[config.mk]
export PLATFORM = sky130hd
export DESIGN_NAME = cell_list_neighbor_bins
export DESIGN_NICKNAME = d
export VERILOG_FILES = /design/src/rtl/core/clnb_pkg.sv /design/src/rtl/core/cell_list_neighbor_bins.sv /design/src/rtl/core/clnb_fifo.sv /design/src/rtl/core/clnb_front.sv /design/src/rtl/core/clnb_back.sv
export SDC_FILE = /design/constraint.sdc
export NUM_CORES = 1
export LEC_CHECK = 0
export ABC_CLOCK_PERIOD_IN_PS = 6300
export BUFFER_PORTS_ARGS = -buffer_cell sky130_fd_sc_hd__buf_2
export CORE_MARGIN = 4
export CORE_UTILIZATION = 45
export CTS_BUF_LIST = sky130_fd_sc_hd__clkbuf_4
export DETAILED_ROUTE_END_ITERATION = 8
export PLACE_DENSITY = 0.6
export SYNTH_ARGS = -nofsm -noshare
export SYNTH_HDL_FRONTEND = slang
export SYNTH_SLANG_ARGS = --single-unit
[constraint.sdc]
create_clock -name i_clk -period 6.3 [get_ports i_clk]
set_input_delay 0.315 -clock i_clk [delete_from_list [all_inputs] [get_ports i_clk]]
set_output_delay 0.315 -clock i_clk [all_outputs]
set_load 0.1 [all_outputs]
[src/rtl/core/clnb_pkg.sv]
// clnb_pkg: shared types, constants and helper functions for the cell list
// neighbor bin enumerator. No dependencies.
`timescale 1ns / 1ps

package clnb_pkg;

    localparam int MAX_BINS_PER_AXIS = 64;
    localparam int NB_W       = 7;                                  // axis size register
    localparam int CRD_W      = $clog2(MAX_BINS_PER_AXIS);          // one coordinate
    localparam int PLANE_W    = $clog2(MAX_BINS_PER_AXIS * MAX_BINS_PER_AXIS + 1);
    localparam int TOTAL_W    = $clog2(MAX_BINS_PER_AXIS * MAX_BINS_PER_AXIS
                                       * MAX_BINS_PER_AXIS + 1);
    localparam int IDX_W      = 18;
    localparam int MASK_W     = 3;
    localparam int CFG_IDX_W  = 2;
    localparam int CFG_DATA_W = 7;
    localparam int NOFF       = 3;                                  // offers per axis
    localparam int OCNT_W     = 2;
    localparam int QUEUE_DEPTH = 2;

    typedef enum logic [CFG_IDX_W-1:0] {
        CFG_BINS_X   = 2'd0,
        CFG_BINS_Y   = 2'd1,
        CFG_BINS_Z   = 2'd2,
        CFG_PERIODIC = 2'd3
    } t_cfg_reg;

    typedef logic [CRD_W-1:0] t_crd;
    typedef logic [NB_W-1:0]  t_nb;

    typedef struct packed {
        t_nb               bins_x;
        t_nb               bins_y;
        t_nb               bins_z;
        logic [MASK_W-1:0] periodic;
    } t_cfg;

    // One decoded cell handed from front to back.
    typedef struct packed {
        logic               bad;
        t_crd               x;
        t_crd               y;
        t_crd               z;
        logic [PLANE_W-1:0] plane;
    } t_qent;

    // Coordinates offered along one axis, packed from slot 0.
    typedef struct packed {
        t_crd [NOFF-1:0]   crd;
        logic [OCNT_W-1:0] cnt;
    } t_offers;

    typedef enum logic [2:0] {
        F_IDLE,
        F_PLANE,
        F_TOTAL,
        F_CHECK,
        F_DIVX,
        F_DIVY,
        F_PUSH
    } t_fstate;

    typedef enum logic {
        B_IDLE,
        B_RUN
    } t_bstate;

    function automatic t_nb axis_size(input t_nb v);
        return (v > NB_W'(MAX_BINS_PER_AXIS)) ? NB_W'(MAX_BINS_PER_AXIS) : v;
    endfunction

    // Self, then +1, then -1; wrap only on a periodic axis of more than two cells.
    function automatic t_offers axis_offers(input t_crd c, input t_nb n, input logic wraps);
        t_offers o;
        logic    may_wrap;
        t_nb     c_up;
        t_nb     n_dn;
        o        = '0;
        may_wrap = wraps && (n > NB_W'(2));
        c_up     = NB_W'(c) + NB_W'(1);
        n_dn     = n - NB_W'(1);
        o.crd[0] = c;
        o.cnt    = OCNT_W'(1);
        if (c_up < n) begin
            o.crd[o.cnt] = c_up[CRD_W-1:0];
            o.cnt        = o.cnt + OCNT_W'(1);
        end else if (may_wrap) begin
            o.crd[o.cnt] = '0;
            o.cnt        = o.cnt + OCNT_W'(1);
        end
        if (c != '0) begin
            o.crd[o.cnt] = c - CRD_W'(1);
            o.cnt        = o.cnt + OCNT_W'(1);
        end else if (may_wrap) begin
            o.crd[o.cnt] = n_dn[CRD_W-1:0];
            o.cnt        = o.cnt + OCNT_W'(1);
        end
        return o;
    endfunction

endpackage

[src/rtl/core/cell_list_neighbor_bins.sv]
// cell_list_neighbor_bins: top level of the 3D cell list neighbor enumerator.
// Depends on clnb_pkg, clnb_front, clnb_fifo and clnb_back.
`timescale 1ns / 1ps

//  Channel  Direction  Handshake           Payload
//  -------  ---------  ------------------  ---------------------------------------
//  input    in         i_valid / o_ready   i_cell_index[17:0]
//  output   out        o_valid / i_ready   o_neighbor_index[17:0], o_last, o_bad_index
//  config   in         i_cfg_we            i_cfg_idx[1:0], i_cfg_data[6:0]
//
//  Steps: the front decodes one cell at a time (two multiplies for plane and
//  grid total, a range check, two restoring divisions, a push).
//  The back emits one neighbor per cycle while the output is not stalled, after
//  loading the cell from the queue, so a cell with N neighbors (N up to 27) is
//  one load plus N transfers there; the sustained rate is the slower of the two.
//  An out-of-range index skips the division and gives a single transfer.
//  Reset (synchronous, active low) empties the queue, idles both halves and
//  loads bins 1/1/1, no wrapping. Output stalls back up through the queue
//  into o_ready; the front keeps decoding while the back waits.

module cell_list_neighbor_bins #(
    parameter int QUEUE_DEPTH = clnb_pkg::QUEUE_DEPTH
) (
    input  logic                              i_clk,
    input  logic                              i_rst_n,
    input  logic                              i_cfg_we,
    input  logic [clnb_pkg::CFG_IDX_W-1:0]    i_cfg_idx,
    input  logic [clnb_pkg::CFG_DATA_W-1:0]   i_cfg_data,
    input  logic                              i_valid,
    output logic                              o_ready,
    input  logic [clnb_pkg::IDX_W-1:0]        i_cell_index,
    output logic                              o_valid,
    input  logic                              i_ready,
    output logic [clnb_pkg::IDX_W-1:0]        o_neighbor_index,
    output logic                              o_last,
    output logic                              o_bad_index
);

    import clnb_pkg::*;

    t_cfg   r_cfg, n_cfg;
    t_qent  push_entry;
    t_qent  head_entry;
    logic   q_push;
    logic   q_full;
    logic   q_pop;
    logic   q_empty;

    // Register file; the user must write only while no cell is in flight, the block does not enforce it.
    always_comb begin
        n_cfg = r_cfg;
        if (i_cfg_we) begin
            case (t_cfg_reg'(i_cfg_idx))
                CFG_BINS_X:   n_cfg.bins_x   = i_cfg_data;
                CFG_BINS_Y:   n_cfg.bins_y   = i_cfg_data;
                CFG_BINS_Z:   n_cfg.bins_z   = i_cfg_data;
                CFG_PERIODIC: n_cfg.periodic = i_cfg_data[MASK_W-1:0];
                default:      n_cfg          = r_cfg;
            endcase
        end
    end

    always_ff @(posedge i_clk) begin
        if (!i_rst_n) begin
            r_cfg <= '{bins_x: NB_W'(1), bins_y: NB_W'(1), bins_z: NB_W'(1), periodic: '0};
        end else begin
            r_cfg <= n_cfg;
        end
    end

    // Front: accept, range check, split into coordinates.
    clnb_front u_front (
        .i_clk        (i_clk),
        .i_rst_n      (i_rst_n),
        .i_cfg        (r_cfg),
        .i_valid      (i_valid),
        .o_ready      (o_ready),
        .i_cell_index (i_cell_index),
        .o_push       (q_push),
        .o_entry      (push_entry),
        .i_full       (q_full)
    );

    // Decoded cells wait here so each half stalls on its own.
    clnb_fifo #(
        .WIDTH ($bits(t_qent)),
        .DEPTH (QUEUE_DEPTH)
    ) u_queue (
        .i_clk   (i_clk),
        .i_rst_n (i_rst_n),
        .i_push  (q_push),
        .i_wdata (push_entry),
        .o_full  (q_full),
        .i_pop   (q_pop),
        .o_rdata (head_entry),
        .o_empty (q_empty)
    );

    // Back: neighbor walk, x outermost, z innermost.
    clnb_back u_back (
        .i_clk            (i_clk),
        .i_rst_n          (i_rst_n),
        .i_cfg            (r_cfg),
        .i_empty          (q_empty),
        .o_pop            (q_pop),
        .i_entry          (head_entry),
        .o_valid          (o_valid),
        .i_ready          (i_ready),
        .o_neighbor_index (o_neighbor_index),
        .o_last           (o_last),
        .o_bad_index      (o_bad_index)
    );

endmodule

[src/rtl/core/clnb_fifo.sv]
// clnb_fifo: small register queue between front and back.
// Depends on nothing; width and depth come in as parameters (depth >= 2).
`timescale 1ns / 1ps

module clnb_fifo #(
    parameter int WIDTH = 8,
    parameter int DEPTH = 2
) (
    input  logic             i_clk,
    input  logic             i_rst_n,
    input  logic             i_push,
    input  logic [WIDTH-1:0] i_wdata,
    output logic             o_full,
    input  logic             i_pop,
    output logic [WIDTH-1:0] o_rdata,
    output logic             o_empty
);

    localparam int PTR_W = $clog2(DEPTH);
    localparam int CNT_W = $clog2(DEPTH + 1);

    logic [WIDTH-1:0] r_mem [DEPTH];
    logic [PTR_W-1:0] r_wr_ptr, n_wr_ptr;
    logic [PTR_W-1:0] r_rd_ptr, n_rd_ptr;
    logic [CNT_W-1:0] r_count, n_count;
    logic             do_push;
    logic             do_pop;

    assign o_full  = (r_count == CNT_W'(DEPTH));
    assign o_empty = (r_count == '0);
    assign o_rdata = r_mem[r_rd_ptr];
    assign do_push = i_push && !o_full;
    assign do_pop  = i_pop && !o_empty;

    always_comb begin
        n_wr_ptr = r_wr_ptr;
        n_rd_ptr = r_rd_ptr;
        n_count  = r_count;
        if (do_push) begin
            n_wr_ptr = (r_wr_ptr == PTR_W'(DEPTH - 1)) ? '0 : r_wr_ptr + PTR_W'(1);
        end
        if (do_pop) begin
            n_rd_ptr = (r_rd_ptr == PTR_W'(DEPTH - 1)) ? '0 : r_rd_ptr + PTR_W'(1);
        end
        if (do_push && !do_pop) begin
            n_count = r_count + CNT_W'(1);
        end else if (do_pop && !do_push) begin
            n_count = r_count - CNT_W'(1);
        end
    end

    always_ff @(posedge i_clk) begin
        if (!i_rst_n) begin
            r_wr_ptr <= '0;
            r_rd_ptr <= '0;
            r_count  <= '0;
        end else begin
            r_wr_ptr <= n_wr_ptr;
            r_rd_ptr <= n_rd_ptr;
            r_count  <= n_count;
        end
    end

    always_ff @(posedge i_clk) begin
        if (do_push) begin
            r_mem[r_wr_ptr] <= i_wdata;
        end
    end

endmodule

[src/rtl/core/clnb_front.sv]
// clnb_front: accepts a flat cell index, range checks it and splits it into
// x, y, z with a shared restoring divider. Depends on clnb_pkg.
`timescale 1ns / 1ps

module clnb_front (
    input  logic                         i_clk,
    input  logic                         i_rst_n,
    input  clnb_pkg::t_cfg               i_cfg,
    input  logic                         i_valid,
    output logic                         o_ready,
    input  logic [clnb_pkg::IDX_W-1:0]   i_cell_index,
    output logic                         o_push,
    output clnb_pkg::t_qent              o_entry,
    input  logic                         i_full
);

    import clnb_pkg::*;

    localparam int STEP_W = $clog2(CRD_W + 1);

    t_fstate              r_state, n_state;
    logic [IDX_W-1:0]     r_idx, n_idx;
    logic [PLANE_W-1:0]   r_plane, n_plane;
    logic [TOTAL_W-1:0]   r_total, n_total;
    logic [IDX_W-1:0]     r_rem, n_rem;
    logic [IDX_W-1:0]     r_div, n_div;
    t_crd                 r_q, n_q;
    logic [STEP_W-1:0]    r_cnt, n_cnt;
    t_crd                 r_x, n_x;
    t_crd                 r_y, n_y;
    t_crd                 r_z, n_z;
    logic                 r_bad, n_bad;

    t_nb                  nx, ny, nz;
    logic [2*NB_W-1:0]    plane_full;
    logic [NB_W+PLANE_W-1:0] total_full;
    logic                 beyond;
    logic                 ge;
    logic [IDX_W-1:0]     rem_step;
    t_crd                 q_step;
    logic                 div_done;

    assign nx         = axis_size(i_cfg.bins_x);
    assign ny         = axis_size(i_cfg.bins_y);
    assign nz         = axis_size(i_cfg.bins_z);
    assign plane_full = (2*NB_W)'(ny) * (2*NB_W)'(nz);
    assign total_full = (NB_W+PLANE_W)'(nx) * (NB_W+PLANE_W)'(r_plane);
    assign beyond     = ({1'b0, r_idx} >= TOTAL_W'(r_total));

    // one quotient bit per cycle
    assign ge       = (r_rem >= r_div);
    assign rem_step = ge ? (r_rem - r_div) : r_rem;
    assign q_step   = {r_q[CRD_W-2:0], ge};
    assign div_done = (r_cnt == STEP_W'(CRD_W - 1));

    always_comb begin
        n_state = r_state;
        case (r_state)
            F_IDLE:  begin if (i_valid) n_state = F_PLANE; end
            F_PLANE: begin n_state = F_TOTAL; end
            F_TOTAL: begin n_state = F_CHECK; end
            F_CHECK: begin n_state = beyond ? F_PUSH : F_DIVX; end
            F_DIVX:  begin if (div_done) n_state = F_DIVY; end
            F_DIVY:  begin if (div_done) n_state = F_PUSH; end
            F_PUSH:  begin if (!i_full) n_state = F_IDLE; end
            default: begin n_state = F_IDLE; end
        endcase
    end

    always_comb begin
        o_ready = (r_state == F_IDLE);
        o_push  = (r_state == F_PUSH) && !i_full;
        o_entry = '{bad: r_bad, x: r_x, y: r_y, z: r_z, plane: r_plane};
    end

    always_comb begin
        n_idx   = r_idx;
        n_plane = r_plane;
        n_total = r_total;
        n_rem   = r_rem;
        n_div   = r_div;
        n_q     = r_q;
        n_cnt   = r_cnt;
        n_x     = r_x;
        n_y     = r_y;
        n_z     = r_z;
        n_bad   = r_bad;
        case (r_state)
            F_IDLE: begin
                if (i_valid) n_idx = i_cell_index;
            end
            F_PLANE: begin
                n_plane = plane_full[PLANE_W-1:0];
            end
            F_TOTAL: begin
                n_total = total_full[TOTAL_W-1:0];
            end
            F_CHECK: begin
                n_bad = beyond;
                n_rem = r_idx;
                n_div = IDX_W'(r_plane) << (CRD_W - 1);
                n_q   = '0;
                n_cnt = '0;
            end
            F_DIVX: begin
                n_rem = rem_step;
                n_q   = q_step;
                n_cnt = r_cnt + STEP_W'(1);
                n_div = r_div >> 1;
                if (div_done) begin
                    n_x   = q_step;
                    n_q   = '0;
                    n_cnt = '0;
                    n_div = IDX_W'(nz) << (CRD_W - 1);
                end
            end
            F_DIVY: begin
                n_rem = rem_step;
                n_q   = q_step;
                n_cnt = r_cnt + STEP_W'(1);
                n_div = r_div >> 1;
                if (div_done) begin
                    n_y = q_step;
                    n_z = rem_step[CRD_W-1:0];
                end
            end
            default: begin
            end
        endcase
    end

    always_ff @(posedge i_clk) begin
        if (!i_rst_n) begin
            r_state <= F_IDLE;
        end else begin
            r_state <= n_state;
        end
    end

    always_ff @(posedge i_clk) begin
        r_idx   <= n_idx;
        r_plane <= n_plane;
        r_total <= n_total;
        r_rem   <= n_rem;
        r_div   <= n_div;
        r_q     <= n_q;
        r_cnt   <= n_cnt;
        r_x     <= n_x;
        r_y     <= n_y;
        r_z     <= n_z;
        r_bad   <= n_bad;
    end

endmodule

[src/rtl/core/clnb_back.sv]
// clnb_back: takes decoded cells from the queue and walks the x/y/z offer lists,
// one neighbor per unstalled cycle into an output register. Depends on clnb_pkg.
`timescale 1ns / 1ps

module clnb_back (
    input  logic                         i_clk,
    input  logic                         i_rst_n,
    input  clnb_pkg::t_cfg               i_cfg,
    input  logic                         i_empty,
    output logic                         o_pop,
    input  clnb_pkg::t_qent              i_entry,
    output logic                         o_valid,
    input  logic                         i_ready,
    output logic [clnb_pkg::IDX_W-1:0]   o_neighbor_index,
    output logic                         o_last,
    output logic                         o_bad_index
);

    import clnb_pkg::*;

    t_bstate              r_state, n_state;
    t_offers              r_ox, n_ox;
    t_offers              r_oy, n_oy;
    t_offers              r_oz, n_oz;
    logic [PLANE_W-1:0]   r_plane, n_plane;
    t_nb                  r_nz, n_nz;
    logic                 r_bad, n_bad;
    logic [OCNT_W-1:0]    r_i, n_i;
    logic [OCNT_W-1:0]    r_j, n_j;
    logic [OCNT_W-1:0]    r_k, n_k;
    logic                 r_out_valid, n_out_valid;
    logic [IDX_W-1:0]     r_out_index, n_out_index;
    logic                 r_out_last, n_out_last;
    logic                 r_out_bad, n_out_bad;

    t_nb                  nx, ny, nz;
    t_offers              offx, offy, offz;
    logic                 emit;
    logic                 i_end, j_end, k_end;
    logic                 last_one;
    logic [CRD_W+PLANE_W-1:0] prod_x;
    logic [CRD_W+NB_W-1:0]    prod_y;
    logic [CRD_W+PLANE_W:0]   sum;

    assign nx   = axis_size(i_cfg.bins_x);
    assign ny   = axis_size(i_cfg.bins_y);
    assign nz   = axis_size(i_cfg.bins_z);
    assign offx = axis_offers(i_entry.x, nx, i_cfg.periodic[0]);
    assign offy = axis_offers(i_entry.y, ny, i_cfg.periodic[1]);
    assign offz = axis_offers(i_entry.z, nz, i_cfg.periodic[2]);

    assign i_end    = (r_i == r_ox.cnt - OCNT_W'(1));
    assign j_end    = (r_j == r_oy.cnt - OCNT_W'(1));
    assign k_end    = (r_k == r_oz.cnt - OCNT_W'(1));
    assign last_one = i_end && j_end && k_end;

    assign prod_x = (CRD_W+PLANE_W)'(r_ox.crd[r_i]) * (CRD_W+PLANE_W)'(r_plane);
    assign prod_y = (CRD_W+NB_W)'(r_oy.crd[r_j]) * (CRD_W+NB_W)'(r_nz);
    assign sum    = (CRD_W+PLANE_W+1)'(prod_x) + (CRD_W+PLANE_W+1)'(prod_y)
                  + (CRD_W+PLANE_W+1)'(r_oz.crd[r_k]);

    always_comb begin
        n_state = r_state;
        case (r_state)
            B_IDLE:  begin if (!i_empty) n_state = B_RUN; end
            B_RUN:   begin if (emit && last_one) n_state = B_IDLE; end
            default: begin n_state = B_IDLE; end
        endcase
    end

    always_comb begin
        o_pop            = (r_state == B_IDLE) && !i_empty;
        emit             = (r_state == B_RUN) && (!r_out_valid || i_ready);
        o_valid          = r_out_valid;
        o_neighbor_index = r_out_index;
        o_last           = r_out_last;
        o_bad_index      = r_out_bad;
    end

    always_comb begin
        n_ox        = r_ox;
        n_oy        = r_oy;
        n_oz        = r_oz;
        n_plane     = r_plane;
        n_nz        = r_nz;
        n_bad       = r_bad;
        n_i         = r_i;
        n_j         = r_j;
        n_k         = r_k;
        n_out_index = r_out_index;
        n_out_last  = r_out_last;
        n_out_bad   = r_out_bad;
        n_out_valid = (r_out_valid && !i_ready) || emit;
        if (o_pop) begin
            n_plane = i_entry.plane;
            n_nz    = nz;
            n_bad   = i_entry.bad;
            n_i     = '0;
            n_j     = '0;
            n_k     = '0;
            if (i_entry.bad) begin
                // single result at index zero
                n_ox = '{crd: '0, cnt: OCNT_W'(1)};
                n_oy = '{crd: '0, cnt: OCNT_W'(1)};
                n_oz = '{crd: '0, cnt: OCNT_W'(1)};
            end else begin
                n_ox = offx;
                n_oy = offy;
                n_oz = offz;
            end
        end
        if (emit) begin
            n_out_index = sum[IDX_W-1:0];
            n_out_last  = last_one;
            n_out_bad   = r_bad;
            if (k_end) begin
                n_k = '0;
                if (j_end) begin
                    n_j = '0;
                    n_i = r_i + OCNT_W'(1);
                end else begin
                    n_j = r_j + OCNT_W'(1);
                end
            end else begin
                n_k = r_k + OCNT_W'(1);
            end
        end
    end

    always_ff @(posedge i_clk) begin
        if (!i_rst_n) begin
            r_state     <= B_IDLE;
            r_out_valid <= 1'b0;
        end else begin
            r_state     <= n_state;
            r_out_valid <= n_out_valid;
        end
    end

    always_ff @(posedge i_clk) begin
        r_ox        <= n_ox;
        r_oy        <= n_oy;
        r_oz        <= n_oz;
        r_plane     <= n_plane;
        r_nz        <= n_nz;
        r_bad       <= n_bad;
        r_i         <= n_i;
        r_j         <= n_j;
        r_k         <= n_k;
        r_out_index <= n_out_index;
        r_out_last  <= n_out_last;
        r_out_bad   <= n_out_bad;
    end

endmodule
==> flow_summary.json <==
{
  "status": "finished clean",
  "multi_input_comb_area_um2": 13000,
  "met3_usage_pct": 3.90,
  "timing.critical_path.from_type": "register",
  "slew_viol_final": 0,
  "area_growth_pct": 11.0,
  "yosys_warnings": 0,
  "synth.ff_latch_count": 318,
  "grt_max_degree": 52,
  "drt-vias-per-instance": 5.21,
  "drive_above_1_share_pct": 11.3,
  "finalNetCount": 2815,
  "final.setup_skew_ps": 48.4,
  "yosys_most_used_dff": "edfxtp_1",
  "num-fill-cells": 4771,
  "arrival_ps": 6530,
  "core_area_um2": 51700,
  "grt_busiest_layer": "met2",
  "critical_path.most_common_cell": "fa_1",
  "clock_buffers_created_by_tritoncts": 86,
  "critical_path_cell_by_cell": "mux2i_1 -> o21ai_1 -> and2_1 -> fa_1 -> fa_1 -> fa_1 -> fa_1 -> inv_1 -> fa_1 -> inv_1 -> ha_1 -> nor3_1 -> nor2_1 -> a41o_1 -> o41ai_4 -> o21ai_0 -> a21oi_1 -> xnor2_1",
  "synth_sequential_area_ratio_pct": 38.7,
  "critical_path.slowest_cell": "dfxtp_1",
  "final_min_period_over_clock_period_pct": 95.1,
  "drt_iter0_markers": 1098,
  "netlist_area_pre_place_um2": 23700,
  "track_usage_pct": 20.2,
  "place_congestion": 0.870,
  "initial_utilization_pct": 45.8,
  "post-route-drc-count": 0,
  "maximum_single_stage_delay_on_the_critical_path_ps": 640,
  "setup_total_negative_slack_ps": 0,
  "cts_tree": "done",
  "setup_failing_eps_final": 0,
  "via_count": 16481,
  "via_count_of_the_first_global_routing_pass": 17054,
  "dp_hpwl_um": 42600,
  "global_route_total_overflow": 0,
  "global_route.usage.met1_pct": 27.3,
  "root_buffer": "clkbuf_4",
  "setup.worst_path.end_class": "register",
  "proportion_of_register_bits_with_asynchronous_set_or_reset_after_synthesis_pct": 0,
  "synth-edff-count": 280,
  "detail_route.wirelength_um": 55900,
  "firstDrtPassIters": 5,
  "clock.fmax_mhz": 167,
  "cp_max_fo": 12,
  "io_buffer_count": 53,
  "worst_setup_hold_path_clk_slew_ps": 70,
  "postCtsSetupBuffers": 0,
  "finalCriticalPeriod_ps": 5990,
  "regArea_um2": 9170,
  "syn-instance-count": 2272,
  "design.die.area_um2": 56300,
  "die_height_um": 237,
  "cp_data_required_time_ps": 6830,
  "cts_max_level": 3,
  "grt_antenna_before_repair": 3,
  "top_level_ports": 54,
  "cts_max_path_buffers": 3,
  "holdCritPathClass": "input port to register",
  "measured_slew_at_the_worst_slew_check_pin_ps": 1010,
  "synth_nets": 2672,
  "insertion_delay_ps": 800,
  "timing_worst_setup_path_type": "register to register",
  "slew_headroom_pct": 32.1,
  "globalRouteMet2Util_pct": 33.3,
  "chipWidth_um": 237,
  "cts_num_sinks": 318,
  "rsz_0062_raised_after_global_routing": "no",
  "hold_violation_total_from_the_final_report": 0,
  "drt-wirelength-per-cell_um": 17.7,
  "global_route_wire_length_before_repair_um": 91200,
  "cap_viol_max_count": 0,
  "floorplan.rows": 83,
  "post_synth_num_cell_types": 79,
  "avgSynthCellArea_um2": 10.4,
  "route.antenna.remaining_nets": 0
}
## through the flow
step	hold slack [ps]	worst slack (ps)	instance area, um^2	utilization (%)	cells
2_1_floorplan	400	434	23700	-	2272
3_3_place_gp	403	53.3	24800	48.0	2978
3_5_place_dp	418	30.1	24800	48.0	2978
4_1_cts	44.6	29.5	26200	50.7	3162
5_1_grt	75.3	9.87	26300	50.8	3164
6_report	142	307	26300	50.8	3164
## critical path: cells and delay by family (launching register included)
family / cells / cell delay, ps
AO/OA/AOI/OAI: 5 / 1370
XOR/XNOR: 1 / 80
adder cells (fa/ha/maj): 6 / 2890
buffers and inverters: 2 / 90
flip-flops: 1 / 640
multiplexers: 1 / 140
AND/OR/NAND/NOR: 3 / 520
## worst paths after layout
check,from,endpoint,slack [ps],cells after the start
worst min-delay path,i_cfg_idx[1],r_cfg[0],140,4
worst min register to register,u_back.r_bad,u_back.o_bad_index,420,0
worst max register to register,u_back.r_j[0],u_back.o_neighbor_index[17],310,18
worst max-delay path,u_back.r_j[0],u_back.o_neighbor_index[17],310,18
## Yosys cell counts, types with 6 or more instances
| library cell | n | share of area [%] |
|---|---|---|
| a211oi_1 | 6 | 0.19 |
| a21o_1 | 34 | 1.1 |
| a21oi_1 | 91 | 1.9 |
| a22oi_1 | 6 | 0.19 |
| a31oi_1 | 6 | 0.16 |
| and2_1 | 110 | 2.9 |
| and3_1 | 11 | 0.29 |
| buf_2 | 6 | 0.13 |
| clkbuf_1 | 52 | 0.82 |
| dfxtp_1 | 38 | 3.2 |
| edfxtp_1 | 280 | 36 |
| fa_1 | 167 | 14 |
| ha_1 | 201 | 11 |
| inv_1 | 318 | 5.0 |
| mux2_2 | 15 | 0.71 |
| mux2i_1 | 58 | 2.5 |
| nand2_1 | 254 | 4.0 |
| nand2b_1 | 11 | 0.29 |
| nand3_1 | 37 | 0.78 |
| nand3b_1 | 7 | 0.22 |
| nand4_1 | 8 | 0.21 |
| nor2_1 | 130 | 2.1 |
| nor2b_1 | 59 | 1.6 |
| nor3_1 | 40 | 0.85 |
| o211ai_1 | 8 | 0.25 |
| o21a_1 | 14 | 0.44 |
| o21ai_0 | 64 | 1.4 |
| o21ai_1 | 7 | 0.15 |
| o21bai_1 | 7 | 0.22 |
| o22ai_1 | 9 | 0.24 |
| or3_1 | 20 | 0.53 |
| xnor2_1 | 73 | 2.7 |
| xor2_1 | 24 | 0.89 |
## sequential cells by signal (all words and copies together), names as in the netlist, 19 cells and up, named ones only
register / cells
u_front.r_total: 19
u_back.r_ox: 20
r_cfg: 24
u_back.r_oz: 20
u_queue.r_mem: 64
u_back.r_oy: 20
## layout by cell type, fill, tap and decap left out, types with 14 or more instances in the layout
master           n
inv_1          317
edfxtp_1       280
nand2_1        254
ha_1           201
fa_1           167
nor2_1         130
clkbuf_4       127
and2_1         110
a21oi_1         91
xnor2_1         73
mux2i_1         58
nor2b_1         57
o21ai_0         54
buf_2           53
buf_4           40
nor3_1          39
nand3_1         37
dfxtp_1         37
a21o_1          34
dlygate4sd3_1   29
xor2_1          24
or3_1           20
clkinv_1        17
o21ai_1         17
mux2_2          15
o21a_1          14
## final cells by class
cell class | count | share of cell area [%]
Clock buffer | 127 | 3.63
Timing Repair Buffer | 122 | 3.26
Inverter | 323 | 4.62
Clock inverter | 28 | 0.767
Antenna cell | 2 | 0.0191
Sequential cell | 318 | 34.9
Multi-Input combinational cell | 1564 | 49.6
Tap cell | 680 | 3.24
## cell families (layout without fill, tap and decap cells)
family                     after synthesis  in the layout  share of synthesized area (%)
AOI/OAI and AO/OA                      310            310                           8.45
muxes                                   82             82                           3.78
adders and majority gates              368            368                           24.7
DFF                                    318            318                           38.7
other                                    0              2                              0
xor gates and xnor gates                97             97                           3.59
and+or+nand+nor                        707            707                           14.3
buffers and inverters                  390            600                           6.38
## per-layer routing
metal / routed length (um) / part of all wire (%)
met1: 25800 / 46
met2: 26400 / 47
met3: 2420 / 4.3
met4: 1280 / 2.3
met5: 0 / 0
## what timing repair did
action | CTS | global route
endpoints found under the hold margin | 45 | 0
endpoints found under the setup margin | 0 | 4
gates resized for setup | 0 | 14
hold buffers | 29 | 0
Power is left out: the tool's default activity adds up to more than one toggle a clock period on the data nets, which glitch-free logic cannot reach.
